File: config.mk
export PLATFORM = sky130hd
export DESIGN_NAME = psu_queue
export DESIGN_NICKNAME = d
export VERILOG_FILES = /design/src/design/psu_queue.sv
export SDC_FILE = /design/constraint.sdc
export NUM_CORES = 1
export LEC_CHECK = 0
export BUFFER_PORTS_ARGS = -buffer_cell sky130_fd_sc_hd__clkbuf_2
export CORE_ASPECT_RATIO = 1.4
export CORE_MARGIN = 5
export CORE_UTILIZATION = 58
export CTS_BUF_LIST = sky130_fd_sc_hd__clkbuf_8
export CTS_CLUSTER_DIAMETER = 120
export CTS_CLUSTER_SIZE = 8
export DETAILED_ROUTE_END_ITERATION = 8
export PLACE_DENSITY = 0.81
export SYNTH_ARGS = -nofsm -noshare
export SYNTH_HDL_FRONTEND = slang
export SYNTH_SLANG_ARGS = --single-unit
export TNS_END_PERCENT = 1
File: constraint.sdc
create_clock -name aclk -period 2.1 [get_ports aclk]
set_input_delay 0.315 -clock aclk [delete_from_list [all_inputs] [get_ports aclk]]
set_output_delay 0.315 -clock aclk [all_outputs]
set_load 0.02 [all_outputs]
File: src/design/psu_queue.sv
// psu_queue: short register FIFO decoupling the front end from reconstruction.
// Depends on psu_pkg only by convention; no package content used.
`default_nettype none

module psu_queue #(
    parameter int WIDTH = 16,
    parameter int DEPTH = 4
) (
    input  wire logic                       aclk,
    input  wire logic                       aresetn,
    input  wire logic                       push,
    input  wire logic [WIDTH-1:0]           wdata,
    input  wire logic                       pop,
    output logic [WIDTH-1:0]                rdata,
    output logic                            full,
    output logic                            not_empty,
    output logic [$clog2(DEPTH+1)-1:0]      count
);
    localparam int PW = $clog2(DEPTH);
    localparam int NW = $clog2(DEPTH + 1);

    logic [WIDTH-1:0] slot_reg [DEPTH];
    logic [PW-1:0]    wr_ptr_reg, wr_ptr_next;
    logic [PW-1:0]    rd_ptr_reg, rd_ptr_next;
    logic [NW-1:0]    count_reg, count_next;

    assign rdata     = slot_reg[rd_ptr_reg];
    assign full      = (count_reg == NW'(DEPTH));
    assign not_empty = (count_reg != '0);
    assign count     = count_reg;

    always_comb begin
        wr_ptr_next = wr_ptr_reg;
        rd_ptr_next = rd_ptr_reg;
        count_next  = count_reg;
        if (push) begin
            wr_ptr_next = (wr_ptr_reg == PW'(DEPTH - 1)) ? '0 : wr_ptr_reg + PW'(1);
        end
        if (pop) begin
            rd_ptr_next = (rd_ptr_reg == PW'(DEPTH - 1)) ? '0 : rd_ptr_reg + PW'(1);
        end
        if (push && !pop) begin
            count_next = count_reg + NW'(1);
        end else if (pop && !push) begin
            count_next = count_reg - NW'(1);
        end
    end

    always_ff @(posedge aclk) begin
        if (!aresetn) begin
            wr_ptr_reg <= '0;
            rd_ptr_reg <= '0;
            count_reg  <= '0;
        end else begin
            wr_ptr_reg <= wr_ptr_next;
            rd_ptr_reg <= rd_ptr_next;
            count_reg  <= count_next;
        end
    end

    always_ff @(posedge aclk) begin
        if (push) begin
            slot_reg[wr_ptr_reg] <= wdata;
        end
    end

endmodule

`default_nettype wire

==> results.yml, run 1 <==
global_routing:
  overflow: 0
  grt_pass1_vias: 1461
  grt_max_degree: 17
  antenna_found_initial: 0
  grt_pass1_wl_um: 6980
  grt_usage_pct: 15.8
finish:
  layout.nets: 206
  diodes: 0
  largest_reg_flops: 64
  syn_to_final_growth_pct: 16.3
  seq_area_mm2: 0.00210
  multiInputGateArea_um2: 647
  drive_above_1_share_pct: 36.1
  fill_cells: 325
  design_area_mm2: 0.00326
synth:
  seq_area_frac_synth_pct: 74.9
  synth_warnings: 0
  syn_area_mm2: 0.00281
  synth_top_flop_cell: "edfxtp_1"
  synth_most_common_cell: "edfxtp_1"
  synth-edff-count: 64
  synthTopCellsByArea: "edfxtp_1 (69%), mux4_2 (8.0%), dfxtp_1 (6.4%)"
  syn_nets: 155
  yosysTopAreaCellShare_pct: 68.5
  synth.avg_cell_area_um2: 21.9
  synth-seq-cells: 73
  yosys.area.top_type: "edfxtp_1"
  synth-async-reset-ratio_pct: 0
  synthDistinctLibCells: 22
  syn_inst: 128
  synthTopCellsByCount: "edfxtp_1 (64), mux4_2 (10), dfxtp_1 (9), ha_1 (6), mux4_1 (6)"
cts:
  cts_hold_buf: 0
  cts_tree: "yes"
  cts_resized: 0
  cts.clk_slew.worst_paths_ns: 0.07
  insertion_delay_ns: 0.33
  cts_buffers: 9
  cts_root_buf: "clkbuf_8"
  cts_sinks: 73
  h-tree-depth: 3
  cts_buffer_depth: 2
  post-cts-setup-buffers: 0
route:
  ant_nets: 0
  via_per_inst: 5.32
  routed_wirelength_um: 4340
  route.detailed.drc: 0
  first_pass_iters: 4
  vias: 1315
  drt_iter0_drc: 87
  wl_per_cell_um: 17.6
timing:
  setup_ws_ns: 0.170
  setup-tns-final_ns: 0
  period_share_pct: 91.9
  worst_slew_pin_slew_ns: 0.816
  rsz0062_at_grt: "false"
  hold_viol_final: 0
  fmax_ghz: 0.518
  slew_headroom_pct: 45.6
  maxSlewViolCount: 0
  setup_violations: 0
  period_minus_slack_ns: 1.93
  clock-skew-final_ns: 0.00710
floorplan:
  dieArea_mm2: 0.00635
  die_y_um: 92.3
  initial_core_util_pct: 58.8
  core_area_mm2: 0.00477
  io-pin-count: 41
  fp-row-count: 30
  die_w_um: 68.8
setup_path:
  crit_arrival_ns: 1.61
  cpLargestDelayFamily: "multiplexers"
  slowest_stage: "mux4_1"
  max_stage_delay_ns: 0.58
  crit_buf_inv: 2
  crit_type: "reg -> out"
  critPathLaunchType: "flip-flop"
  path_cells: "buf_12, mux4_1, clkbuf_2"
  crit_required_ns: 1.78
  endpoint_kind: "primary output"
  worst-path-max-fanout: 16
power:
  power_mw: 3.01
  p_leak_nw: 1.20
  ir_drop_v: 0.000613
  power.density_mw_per_mm2: 924
placed_design:
  dpl_cell_area_mm2: 0.00309
  gp_congestion: 0.678
  dp_worst_setup_slack_ns: 0.228
  io_buffers: 40
  post-dp-hpwl_um: 3010
hold_path:
  hp-class: "in -> reg"
job:
  max-cap-violations: 0
run_status:
  outcome: "finished, final reports clean"
-- worst reg2reg max path, cell delays in order, from the launching register on --
cell and delay [ns]:
dfxtp_1 0.42, ha_1 0.18, and2_1 0.66
-- placed cells by master (no fill, tap or decap) --
cell,n
clkinv_1,2
mux4_2,10
bufinv_16,1
nor2b_1,5
nor2_1,1
xnor2_1,1
ha_1,6
or3_1,2
clkbuf_2,40
o21a_1,1
clkinv_2,2
inv_1,5
buf_4,3
mux4_1,6
nor3b_1,1
buf_12,1
o21ai_0,1
nor3_1,1
clkbuf_8,9
a21boi_0,1
fa_1,1
xor2_1,1
and2_1,5
mux2i_1,4
dfxtp_1,9
edfxtp_1,64
-- logic make-up (layout without fill, tap and decap cells) --
group / Yosys count / count (layout) / synth area share, %
multiplexers: 20 / 20 / 15.1
AND/OR/NAND/NOR: 15 / 15 / 3.26
XOR/XNOR: 2 / 2 / 0.625
adder cells (fa/ha/maj): 7 / 7 / 3.39
AO/OA/AOI/OAI: 3 / 3 / 0.714
buffers and inverters: 8 / 63 / 2.01
flip-flops: 73 / 73 / 74.9
-- worst paths after layout --
kind / endpoint / slack (ns) / from / cells past startpoint
worst max register to register: slot_reg[1][0] / 0.46 / wr_ptr_reg[0] / 2
worst min-delay path: slot_reg[1][8] / 0.20 / wdata[8] / 1
worst max-delay path: rdata[7] / 0.17 / flip-flop / 3
worst min register to register: count[2] / 0.54 / count[2] / 2
-- per-layer routing --
metal  wire length (um)  track usage, %  share of wire (%)  vias up
li1                   -               -                  -      614
met1               1620            17.3                 37      654
met2               2430            27.3                 56       42
met3                238            5.15                5.5        5
met4                 53            6.34                1.2        0
met5                  0               0                  0        -
-- layout make-up --
| cell class | count | share of cell area [%] |
|---|---|---|
| clock inverters | 6 | 1.57 |
| well taps | 64 | 2.45 |
| multi-input cells | 47 | 19.8 |
| inverters | 4 | 0.460 |
| clock buffers | 9 | 3.80 |
| flip-flops and latches | 73 | 64.4 |
| repair buffers | 44 | 7.44 |
-- through the flow --
step                cells  hold WS (ns)  utilization (%)
floorplan             128         0.414                -
global placement      232         0.497             64.8
detailed placement    232         0.538             64.8
CTS                   247         0.185             68.4
global route          247         0.183             68.4
finish                247         0.203             68.4
-- report_power, final --
group	leakage (nW)	internal (mW)	switching [mW]	total, mW
Sequential	0.662	1.66	0.0335	1.69
Combinational	0.438	0.156	0.212	0.368
Clock	0.0951	0.525	0.432	0.957
Note: power is estimated with default switching activity, not from simulation.
==> run 2, diff against run 1 <==
PLACE_DENSITY = 0.89   (was 0.81)
==> results.yml, run 2 (same netlist as run 1, synthesis figures left out) <==
hold_path:
  holdCritStartpoint: "wdata[15]"
  min_path_cells: 1
  hp-class: "in -> reg"
  holdPathEnd: "slot_reg[1][15]"
setup_path:
  reg2reg_from: "count[0]"
  crit_required_ns: 1.78
  rrSetupSlack_ns: 0.55
  worst-path-max-fanout: 16
  reg2regPathDepth: 4
  crit_arrival_ns: 1.64
  critPathLaunchType: "flip-flop"
  endpoint_kind: "primary output"
  crit_type: "reg -> out"
  r2r_end: "count[2]"
power:
  power_mw: 3.07
  ir_drop_v: 0.000545
  power.density_mw_per_mm2: 934
  p_leak_nw: 1.20
finish:
  layout.nets: 208
  fin_cells: 249
  syn_to_final_growth_pct: 17.1
  drive_above_1_share_pct: 38.4
  fill_cells: 318
  layout_commonest_cell: "edfxtp_1"
  largest_reg_flops: 64
  final_cell_mix: "edfxtp_1 (64), clkbuf_2 (40), mux4_2 (10)"
  diodes: 0
route:
  first_pass_iters: 4
  wl_per_cell_um: 18.9
  routed_wirelength_um: 4710
  route.detailed.drc: 0
  ant_nets: 0
  vias: 1347
  drt_iter0_drc: 111
  via_per_inst: 5.41
timing:
  period_share_pct: 93.3
  setup_violations: 0
  clock-skew-final_ns: 0.00583
  maxSlewViolCount: 0
  hold_viol_final: 0
  hold_ws_ns: 0.200
  slew_headroom_pct: 71.7
  setup-tns-final_ns: 0
  period_minus_slack_ns: 1.96
  rsz0062_at_grt: "false"
  worst_slew_pin_slew_ns: 0.424
  fmax_ghz: 0.510
global_routing:
  grt_pass1_vias: 1515
  grt_pass1_wl_um: 7450
  antenna_found_initial: 0
  grt_max_degree: 17
  overflow: 0
  grt_usage_pct: 17.0
cts:
  cts_root_buf: "clkbuf_8"
  cts_tree: "yes"
  cts_hold_buf: 0
  cts_buffer_depth: 2
  cts_resized: 0
  cts.clk_slew.worst_paths_ns: 0.07
  post-cts-setup-buffers: 0
  cts_buffers: 9
  h-tree-depth: 3
  insertion_delay_ns: 0.33
  cts_sinks: 73
floorplan:
  die_w_um: 68.8
  initial_core_util_pct: 58.8
  dieArea_mm2: 0.00635
  die_y_um: 92.3
  fp-row-count: 30
  core_area_mm2: 0.00477
  io-pin-count: 41
run_status:
  outcome: "finished, final reports clean"
job:
  max-cap-violations: 0
placed_design:
  gp_congestion: 0.662
  dp.cells: 234
  post-dp-hpwl_um: 3200
  io_buffers: 40
-- run 2: worst max-delay path: stages (launching register included) --
cell and delay [ns]:
dfxtp_1 0.36, buf_12 0.19, mux4_1 0.59, clkbuf_2 0.18
-- run 2: per-stage QoR --
step	cell area [um2]	utilization (%)	worst slack [ns]
after floorplan	2810	-	0.506
after global placement	3100	65.1	0.352
after detailed placement	3100	65.1	0.227
after CTS	3290	68.9	0.102
after global routing	3290	68.9	0.0731
final	3290	68.9	0.141
-- run 2: how the worst max path moves through the flow --
stage	startpoint	to	slack, ns	depth (start not counted)
after detailed placement	pop	count[2]	0.23	8
after CTS	flip-flop	rdata[7]	0.10	3
after global routing	flip-flop	rdata[7]	0.07	3
after floorplan	pop	count[2]	0.51	7
after global placement	pop	count[2]	0.35	8
final	flip-flop	rdata[7]	0.14	3
-- run 2: area by class of cell --
class / count / area (um2) / area share (%)
Clock buffer: 9 / 124 / 3.77
Tap cell: 64 / 80.1 / 2.44
Inverter: 4 / 15.0 / 0.457
Sequential cell: 73 / 2100 / 64.0
Clock inverter: 6 / 60.1 / 1.83
Multi-Input combinational cell: 47 / 647 / 19.7
Timing Repair Buffer: 46 / 258 / 7.84
-- run 2: power breakdown --
part           leakage [nW]  switching, mW  internal, mW
Clock                0.0909          0.469         0.535
Combinational         0.449          0.215         0.159
Sequential            0.662         0.0353          1.66
-- run 2: routing by layer --
layer | track usage, % | vias up | wire length (um)
met5 | 0 | - | 0
met4 | 9.76 | 0 | 44
met3 | 3.31 | 4 | 248
met2 | 28.2 | 37 | 2650
met1 | 19.8 | 684 | 1760
li1 | - | 622 | -
