<file path="src/design/psu_pkg.sv">
// psu_pkg: shared types, codes and the Paeth predictor for the PNG scanline unfilter.
// No dependencies; imported by psu_front, psu_back and the top level.
`default_nettype none

package psu_pkg;

    localparam int BPP_W   = 4;   // bytes_per_pixel register width
    localparam int LEN_W   = 13;  // line_bytes register width
    localparam int CFG_W   = 13;  // config write data, widest register
    localparam int FUNC_W  = 3;

    // config register indexes
    localparam logic CFG_IDX_BPP = 1'b0;
    localparam logic CFG_IDX_LEN = 1'b1;

    // filter type codes; anything else decodes as none
    typedef enum logic [FUNC_W-1:0] {
        FILT_NONE  = 3'd0,
        FILT_SUB   = 3'd1,
        FILT_UP    = 3'd2,
        FILT_AVG   = 3'd3,
        FILT_PAETH = 3'd4
    } filt_t;

    // classified byte passed from the front end to the reconstruction stage
    typedef struct packed {
        logic [FUNC_W-1:0] func;
        logic [7:0]        raw;
        logic              first_row;  // prior row reads as zero
        logic              left_zero;  // within the first bpp bytes of the line
        logic              line_end;
    } psu_ctrl_t;

    // Paeth predictor, tie order left, up, up-left
    function automatic logic [7:0] paeth_pred(input logic [7:0] a, input logic [7:0] b,
                                              input logic [7:0] c);
        logic [9:0] pa;
        logic [9:0] pb;
        logic [9:0] pc;
        logic [9:0] sab;
        logic [9:0] c2;
        logic [7:0] sel;
        begin
            pa  = (b > c) ? 10'(b - c) : 10'(c - b);
            pb  = (a > c) ? 10'(a - c) : 10'(c - a);
            sab = 10'(a) + 10'(b);
            c2  = {1'b0, c, 1'b0};
            pc  = (sab > c2) ? (sab - c2) : (c2 - sab);
            if ((pa <= pb) && (pa <= pc)) begin
                sel = a;
            end else if (pb <= pc) begin
                sel = b;
            end else begin
                sel = c;
            end
            return sel;
        end
    endfunction

endpackage

`default_nettype wire

</file>
<file path="src/design/psu_front.sv">
// psu_front: accepts filtered bytes, tracks line position and row, classifies each byte.
// Depends on psu_pkg.
`default_nettype none

module psu_front #(
    parameter int AW = 12,
    parameter int CW = 13
) (
    input  wire logic              aclk,
    input  wire logic              aresetn,
    input  wire logic              accept,
    input  wire logic [2:0]        func,
    input  wire logic [7:0]        filtered_byte,
    input  wire logic              image_start,
    input  wire logic [3:0]        bpp_eff,
    input  wire logic [CW-1:0]     len_eff,
    output psu_pkg::psu_ctrl_t     ctrl,
    output logic [AW-1:0]          addr
);
    import psu_pkg::*;

    logic [AW-1:0] pos_reg, pos_next;
    logic          first_reg, first_next;
    logic [AW-1:0] pos_eff;
    logic          first_eff;
    logic          last;

    always_comb begin
        pos_eff   = image_start ? '0 : pos_reg;
        first_eff = image_start | first_reg;
        last      = (CW'(pos_eff) + CW'(1)) >= len_eff;

        ctrl.func      = func;
        ctrl.raw       = filtered_byte;
        ctrl.first_row = first_eff;
        ctrl.left_zero = CW'(pos_eff) < CW'(bpp_eff);
        ctrl.line_end  = last;
        addr           = pos_eff;

        pos_next   = pos_reg;
        first_next = first_reg;
        if (accept) begin
            if (last) begin
                pos_next   = '0;
                first_next = 1'b0;
            end else begin
                pos_next   = pos_eff + AW'(1);
                first_next = first_eff;
            end
        end
    end

    always_ff @(posedge aclk) begin
        if (!aresetn) begin
            pos_reg   <= '0;
            first_reg <= 1'b1;
        end else begin
            pos_reg   <= pos_next;
            first_reg <= first_next;
        end
    end

endmodule

`default_nettype wire

</file>
<file path="config.mk">
export PLATFORM = sky130hd
export DESIGN_NAME = psu_front
export DESIGN_NICKNAME = d
export VERILOG_FILES = /design/src/design/psu_pkg.sv /design/src/design/psu_front.sv
export SDC_FILE = /design/constraint.sdc
export NUM_CORES = 1
export LEC_CHECK = 0
export BUFFER_PORTS_ARGS = -buffer_cell sky130_fd_sc_hd__clkbuf_2
export CAP_MARGIN = 20
export CORE_ASPECT_RATIO = 1.5
export CORE_MARGIN = 5
export CORE_UTILIZATION = 51
export CTS_CLUSTER_SIZE = 40
export DETAILED_ROUTE_END_ITERATION = 6
export PLACE_DENSITY = 0.85
export SLEW_MARGIN = 40
export SYNTH_ARGS = -nofsm -noshare
export SYNTH_HDL_FRONTEND = slang
export SYNTH_SLANG_ARGS = --single-unit
</file>
<file path="constraint.sdc">
create_clock -name aclk -period 7.52 [get_ports aclk]
set_input_delay 1.128 -clock aclk [delete_from_list [all_inputs] [get_ports aclk]]
set_output_delay 1.128 -clock aclk [all_outputs]
set_load 0.1 [all_outputs]
</file>
==> results of run 1 <==
## final cells by class
type                       instances  area (sq um)  area share
tap                               36          45.0      0.0308
multi-input combinational        121           878       0.600
inverter                          21          78.8      0.0538
timing repair buffer              35           175       0.120
clock buffer                       4          26.3      0.0179
sequential                        13           260       0.178
## through the flow
| step | instance area, sq um | total power [W] | cells | util | hold slack (ns) |
|---|---|---|---|---|---|
| final | 1460 | 0.000143 | 230 | 0.584 | 0.496 |
| after global routing | 1460 | 0.000149 | 230 | 0.584 | 0.539 |
| after CTS | 1460 | 0.000144 | 230 | 0.584 | 0.504 |
| after detailed placement | 1440 | 0.000100 | 226 | 0.574 | 0.492 |
| after global placement | 1440 | 0.0000997 | 226 | 0.574 | 0.476 |
| after floorplan | 1350 | 0.000119 | 174 | - | 0.459 |
## worst register-to-register path: cells and delay by family (launching register included)
kind | cells | cell delay, ns
xor gates and xnor gates | 1 | 0.26
adders and majority gates | 2 | 0.55
DFF | 1 | 0.38
and+or+nand+nor | 4 | 1.45
AOI/OAI and AO/OA | 4 | 0.71
## cell families (layout without fill, tap and decap cells)
family / Yosys count / count (layout) / synth area share
buf+inv: 40 / 60 / 0.154
xor+xnor: 10 / 10 / 0.0651
fa+ha+maj: 17 / 17 / 0.158
compound gates: 26 / 26 / 0.155
simple gates: 68 / 68 / 0.274
flops: 13 / 13 / 0.193
## layer usage
layer  vias to the layer above  GRT usage  part of all wire
met2                        53      0.280              0.47
met3                         5     0.0266             0.071
li1                        628          -                 -
met4                         0     0.0962             0.021
met1                       550      0.224              0.44
met5                         -          0                 0
## cell usage after synthesis, types with 3 or more instances
cell / instances / area share
sky130_fd_sc_hd__a21oi_1: 3 / 0.011
sky130_fd_sc_hd__a31oi_1: 3 / 0.014
sky130_fd_sc_hd__buf_4: 13 / 0.072
sky130_fd_sc_hd__clkbuf_1: 3 / 0.0084
sky130_fd_sc_hd__dfxtp_1: 13 / 0.19
sky130_fd_sc_hd__ha_1: 17 / 0.16
sky130_fd_sc_hd__inv_1: 21 / 0.059
sky130_fd_sc_hd__nand2_1: 14 / 0.039
sky130_fd_sc_hd__nand2b_1: 3 / 0.014
sky130_fd_sc_hd__nand3_1: 17 / 0.063
sky130_fd_sc_hd__nand4_1: 3 / 0.014
sky130_fd_sc_hd__nor2_1: 5 / 0.014
sky130_fd_sc_hd__nor2b_1: 12 / 0.056
sky130_fd_sc_hd__nor4_1: 3 / 0.014
sky130_fd_sc_hd__o21ai_2: 10 / 0.065
sky130_fd_sc_hd__or3_1: 3 / 0.014
sky130_fd_sc_hd__xnor2_1: 3 / 0.020
sky130_fd_sc_hd__xor2_1: 7 / 0.046
## worst paths after layout
| kind | to | depth (start not counted) | slack, ns |
|---|---|---|---|
| max | ctrl[0] | 12 | 2.02 |
| min | pos_reg[10] | 2 | 0.50 |
| max reg2reg | pos_reg[9] | 11 | 4.07 |
| min reg2reg | pos_reg[10] | 2 | 0.50 |
## report_power, final
| part | total (W) | internal, W | switching [W] |
|---|---|---|---|
| sequential | 0.0000701 | 0.0000694 | 0.000000714 |
| combinational | 0.0000284 | 0.00000972 | 0.0000186 |
| clock | 0.0000443 | 0.0000206 | 0.0000237 |
==> impl_summary.log, run 1 <==
[metrics] synthesized area divided by synthesized cell count: ~7.7 sq um
[metrics] family of cells with the greatest summed delay on the critical path: simple AND/OR/NAND/NOR gates
[metrics] Max Cap Viol: 0
[metrics] drt initial violations: 22
[metrics] number of buffers created by CTS: 3
[metrics] most used flip-flop cell after synthesis: sky130_fd_sc_hd__dfxtp_1
[metrics] share of async-settable or async-resettable flops after synthesis: 0
[metrics] count of hold-fix buffers inserted at cts: 0
[metrics] leading cell type in the layout, fill and taps excluded: sky130_fd_sc_hd__clkbuf_2
[metrics] setup repair after global routing missed its margin: false
[metrics] ratio of final minimum period to clock period: 0.732
[metrics] Place WS: 2.05 ns
[metrics] Post-Syn Nets: approximately 220
[metrics] kind of start point of the critical path: primary input
[metrics] series of cell instances along the critical path: clkbuf_2 > nor2b_1 > ha_1 > nand3_1 > nor4bb_1 > xor2_1 > ha_1 > nand4_1 > or3_1 > a31oi_1 > or3_1 > clkbuf_2
[metrics] latest clock arrival within the worst-skew pair: between 0.2 and 0.3 ns
[metrics] Pleak: roughly 0.75 nW
[metrics] Sinks on Clock Net: 13
[metrics] DP Wirelength: approximately 2500 um
[metrics] TritonCTS clock tree: done
[metrics] highest clock frequency the design can meet: 182 MHz
[metrics] Vias per Instance: 5.37
[metrics] count of standard-cell rows: 22
[metrics] Crit Path Category: primary input to output port
[metrics] required time of the critical path: 6.39 ns
[metrics] vias: 1236
[metrics] wire length after detailed routing: 3110 um
[metrics] Root Driver: sky130_fd_sc_hd__clkbuf_4
[metrics] class of the tightest hold or removal check: flop to flop
[metrics] slowest library cell on the worst path: sky130_fd_sc_hd__clkbuf_2
[metrics] Post-Syn Instances: 174
[metrics] Critical Path Sink Type: output port
[metrics] result of the run: completed
[metrics] biggest cell delay along the critical path: 0.47 ns
[metrics] Cell Pwr Density: a little under 100 nW/um^2
[metrics] flip-flop count of the largest register, all copies and words added: 12
[metrics] overall die area: 3790 sq um
[metrics] endpoint arrival time on the critical path: 4.37 ns
[metrics] Routability Congestion: 0.851
[metrics] slew of the pin with the lowest slew margin: 0.546 ns
[metrics] CORE AREA: 2500 sq um
[metrics] commonest non-fill, non-tap cells in the layout: sky130_fd_sc_hd__clkbuf_2 (35), sky130_fd_sc_hd__inv_1 (21), sky130_fd_sc_hd__nand3_1 (17), sky130_fd_sc_hd__ha_1 (17), sky130_fd_sc_hd__nand2_1 (14)
[metrics] nets@finish: 244
[metrics] signed area change from the synthesized netlist to the final layout: 8.74%
[metrics] Hold Vio Cnt, Final: 0
[metrics] final slew viol count: 0
[metrics] count of flip-flops with a built-in enable after synthesis: 0
[metrics] final critical-path setup slack: 2.02 ns
[metrics] post-CTS resize count: 0
[metrics] final-report setup violation count: 0
[metrics] register area share after synthesis: 0.193
[metrics] largest clock skew in the final design: a little under 0.007 ns
[metrics] Max Buffers Root-to-Sink: 2
[metrics] Overflow after GRT: 0
[metrics] count of synthesis-stage warnings from yosys: 0
[metrics] worst voltage drop across the vdd grid: 0.0000629 V
[metrics] number of antenna cells inserted: 0
[metrics] Distinct cells, synth: 36
[metrics] height of the die: about 73 um
[metrics] number of ports placed on the die boundary: slightly below 60
[metrics] number of synthesized register bits: 13
[metrics] Setup Buffers After CTS: 0
[metrics] remaining antenna violation count after routing: 0
[metrics] critical path buffer and inverter count: 2
[metrics] wire length of the first global-routing pass: 5180 um
[metrics] average routed wire per standard cell: 13.5 um
[metrics] Starting Density: 0.537
[metrics] origin of the worst min-delay path: pos_reg[10]
[metrics] clk slew on worst S/H paths: around 0.08 ns
[metrics] number of antenna violations at the first check in global routing: 0
[metrics] R2R Path Start: pos_reg[0]
[metrics] remaining routing DRC violations: 0
[metrics] pin count of the biggest net entering global routing: 25
[metrics] H-tree Lvls: 1
[metrics] overall routing resource usage: 0.176
[metrics] number of filler instances in the final layout: approximately 240
[metrics] first-pass iteration count of the detailed router: 4
[metrics] relative slew slack: 0.638
[metrics] x dimension of the die: 52.0 um
[metrics] worst setup path startpoint: image_start
[metrics] fraction of layout instances using a drive strength above 1: 0.268
[metrics] min Tclk post-route: roughly 5.5 ns
[metrics] count of input and output buffers: 35
[metrics] post-synth design cell area: 1350 sq um
[metrics] number of global-route vias before repair: 1168
[metrics] maximum fanout encountered on the critical timing path: 23
[metrics] setup TNS: 0 ns
Note: power is estimated with default switching activity, not from simulation.
==> run 2: changes to the inputs <==
- ABC_AREA: not set -> 1
- CORE_UTILIZATION: 51 -> 49
- PLACE_DENSITY: 0.85 -> 0.8
- clock period: 7.52 -> 5.7 ns (I/O delays scaled with it)
==> run 2 against run 1 <==
Effect of this change: power increased by 48%; clock-buffer cell count unchanged; clock power increased by 78%; register-to-register slack lost 1.4 ns; first-iteration DRC count is 50% higher; combinational power up 37%; non-clock buffer count unchanged; sequential power up 33%; area after synthesis increased by 13%; critical path type unchanged; critical endpoint unchanged; largest power group unchanged.
==> impl_summary.log, run 2 <==
[metrics] Synth Area in Compound Gates: 0.0723
[metrics] top cells by area in the synthesized netlist: sky130_fd_sc_hd__dfxtp_1 (17%), sky130_fd_sc_hd__ha_1 (14%), sky130_fd_sc_hd__nand2_1 (13%), sky130_fd_sc_hd__inv_1 (9.1%), sky130_fd_sc_hd__nand3_1 (7.2%)
[metrics] overall routing resource usage: 0.165
[metrics] setup TNS: 0 ns
[metrics] adder and majority gate portion of the synthesized area: 0.140
[metrics] post-CTS resize count: 0
[metrics] switching power summed over all nets: 0.0000575 W
[metrics] total length of routed met2 wires: 1890 um
[metrics] ratio of final minimum period to clock period: 0.816
[metrics] logic depth of the worst register-to-register path: 14
[metrics] largest family of logic cells by synthesized area: simple AND/OR/NAND/NOR gates
[metrics] latest clock arrival within the worst-skew pair: 0.24 ns
[metrics] endpoint arrival time on the critical path: 3.80 ns
[metrics] signed area change from the synthesized netlist to the final layout: 7.89%
[metrics] clock network power share: 0.373
[metrics] result of the run: completed
[metrics] remaining antenna violation count after routing: 0
[metrics] Crit Path Category: primary input to output port
[metrics] height of the die: about 80 um
[metrics] library cell occupying the most area in the post-synthesis netlist: sky130_fd_sc_hd__dfxtp_1
[metrics] count of hold-fix buffers inserted at cts: 0
[metrics] count of flip-flops with a built-in enable after synthesis: 0
[metrics] Cell Pwr Density: approximately 130 nW/um^2
[metrics] kind of start point of the critical path: primary input
[metrics] number of global-route vias before repair: 1370
[metrics] average routed wire per standard cell: 12.3 um
[metrics] Synth Area in Simple Gates: 0.385
[metrics] Pleak: between 0.8 and 0.9 nW
[metrics] CORE AREA: approximately 2900 sq um
[metrics] worst voltage drop across the vdd grid: roughly 0.00021 V
[metrics] switching power share of the total: 0.272
[metrics] Vias per Instance: 5.02
[metrics] DP Wirelength: just under 3000 um
[metrics] Max Buffers Root-to-Sink: 2
[metrics] Distinct cells, synth: 33
[metrics] post-route worst hold slack: ~0.47 ns
[metrics] overall die area: 4350 sq um
[metrics] Root Driver: sky130_fd_sc_hd__clkbuf_8
[metrics] max layer used: met4
[metrics] leading cell type in the layout, fill and taps excluded: sky130_fd_sc_hd__nand2_1
[metrics] TritonCTS clock tree: done
[metrics] drt initial violations: 33
[metrics] most numerous cell types in the synthesized netlist: sky130_fd_sc_hd__nand2_1 (51), sky130_fd_sc_hd__inv_1 (37), sky130_fd_sc_hd__nand3_1 (22)
[metrics] highest clock frequency the design can meet: 215 MHz
[metrics] number of ports placed on the die boundary: 58
[metrics] count of synthesis-stage warnings from yosys: 0
[metrics] setup repair after global routing missed its margin: false
[metrics] first-pass iteration count of the detailed router: 4
[metrics] final-report setup violation count: 0
[metrics] flip-flop count of the largest register, all copies and words added: 12
[metrics] number of cells on the worst hold path: 2
[metrics] proportion of netlist area held by the largest area contributor: 0.171
[metrics] routed metal-1 wirelength: between 1000 and 1500 um
[metrics] relative slew slack: 0.640
[metrics] commonest non-fill, non-tap cells in the layout: sky130_fd_sc_hd__nand2_1 (51), sky130_fd_sc_hd__inv_1 (37), sky130_fd_sc_hd__clkbuf_2 (35), sky130_fd_sc_hd__nand3_1 (22), sky130_fd_sc_hd__ha_1 (17)
[metrics] pin count of the biggest net entering global routing: 15
[metrics] largest clock skew in the final design: ~0.00039 ns
[metrics] min Tclk post-route: roughly 4.7 ns
[metrics] mux share of post-synthesis cell area: 0
[metrics] wire length after detailed routing: approximately 3500 um
[metrics] x dimension of the die: around 56 um
[metrics] clk slew on worst S/H paths: 0.05 ns
[metrics] count of standard-cell rows: 24
[metrics] class of the tightest hold or removal check: flop to flop
[metrics] Sinks on Clock Net: 13
[metrics] register area share after synthesis: 0.171
[metrics] Post-Syn Instances: 227
[metrics] Hold Vio Cnt, Final: 0
[metrics] most used flip-flop cell after synthesis: sky130_fd_sc_hd__dfxtp_1
[metrics] Setup Buffers After CTS: 0
[metrics] routed length on met3: 169 um
[metrics] vias: 1437
[metrics] remaining routing DRC violations: 0
[metrics] maximum fanout encountered on the critical timing path: 14
[metrics] nets@finish: 297
[metrics] count of input and output buffers: 35
[metrics] Routability Congestion: approximately 0.89
[metrics] number of antenna cells inserted: 0
[metrics] synthesized area divided by synthesized cell count: 6.71 sq um
[metrics] sequential power share: 0.442
[metrics] number of buffers created by CTS: 3
[metrics] count leader, synth: sky130_fd_sc_hd__nand2_1
[metrics] number of antenna violations at the first check in global routing: 0
[metrics] Max Cap Viol: 0
[metrics] number of synthesized register bits: 13
[metrics] wire length of the first global-routing pass: 5940 um
[metrics] share of power burned in combinational logic: 0.185
[metrics] Critical Path Sink Type: output port
[metrics] Int Power: around 0.00015 W
[metrics] Starting Density: 0.517
[metrics] required time of the critical path: 4.85 ns
[metrics] post-synth design cell area: 1520 sq um
[metrics] slew of the pin with the lowest slew margin: 0.543 ns
[metrics] H-tree Lvls: 1
[metrics] Post-Syn Nets: 276
[metrics] share of async-settable or async-resettable flops after synthesis: 0
[metrics] area share of xor/xnor cells in the synthesized design: 0.0279
[metrics] Overflow after GRT: 0
[metrics] final slew viol count: 0
[metrics] fraction of layout instances using a drive strength above 1: 0.247
-- run 2: power by group through the flow --
stage | logic (W) | registers [W] | clock network (W)
after floorplan | 0.0000661 | 0.0000950 | 0
after global placement | 0.0000384 | 0.0000954 | 0
after detailed placement | 0.0000390 | 0.0000953 | 0
after CTS | 0.0000391 | 0.0000934 | 0.0000809
after global routing | 0.0000431 | 0.0000935 | 0.0000862
final | 0.0000390 | 0.0000934 | 0.0000790
-- run 2: final cells by class --
| cell class | count | area (sq um) |
|---|---|---|
| clock buffers | 4 | 45.0 |
| repair buffers | 35 | 175 |
| multi-input cells | 153 | 951 |
| well taps | 39 | 48.8 |
| flip-flops and latches | 13 | 260 |
| inverters | 42 | 163 |
| fillers | 324 | 1300 |
-- run 2: path summary, 6_finish.rpt --
path / start / to / slack, ns
setup / recovery: image_start / ctrl[0] / 1.05
hold / removal: first_reg / first_reg / 0.47
setup reg to reg: pos_reg[0] / pos_reg[8] / 2.69
hold reg to reg: first_reg / first_reg / 0.47
-- run 2: logic make-up (layout without fill, tap and decap cells) --
| kind of cell | after synthesis | in the layout |
|---|---|---|
| AO/OA/AOI/OAI | 20 | 20 |
| flip-flops | 13 | 13 |
| buffers and inverters | 61 | 81 |
| XOR/XNOR | 4 | 4 |
| AND/OR/NAND/NOR | 112 | 112 |
| adder cells (fa/ha/maj) | 17 | 17 |
-- run 2: metrics by stage --
| stage | setup slack [ns] | power [W] | instance area [sq um] | std cells | utilization |
|---|---|---|---|---|---|
| after floorplan | 0.197 | 0.000161 | 1520 | 227 | - |
| after global placement | 1.20 | 0.000134 | 1600 | 282 | 0.543 |
| after detailed placement | 1.02 | 0.000134 | 1600 | 282 | 0.543 |
| after CTS | 1.03 | 0.000213 | 1640 | 286 | 0.558 |
| after global routing | 0.789 | 0.000223 | 1640 | 286 | 0.558 |
| final | 1.05 | 0.000211 | 1640 | 286 | 0.558 |
-- run 2: worst max-delay path: stages --
cell and delay, ns:
sky130_fd_sc_hd__clkbuf_2 0.22, sky130_fd_sc_hd__nor2_1 0.30, sky130_fd_sc_hd__ha_1 0.36, sky130_fd_sc_hd__nand3_4 0.12
sky130_fd_sc_hd__nor2_4 0.13, sky130_fd_sc_hd__nand2_1 0.08, sky130_fd_sc_hd__nor4b_1 0.25, sky130_fd_sc_hd__ha_1 0.30
sky130_fd_sc_hd__a21o_1 0.16, sky130_fd_sc_hd__nor2_1 0.09, sky130_fd_sc_hd__nand3_1 0.13, sky130_fd_sc_hd__nor2_4 0.34
sky130_fd_sc_hd__inv_1 0.07, sky130_fd_sc_hd__clkbuf_2 0.37
-- run 2: per-layer routing --
metal	global-route usage	vias up
met4	0.0195	0
li1	-	748
met1	0.181	653
met3	0.0476	2
met5	0	-
met2	0.319	34
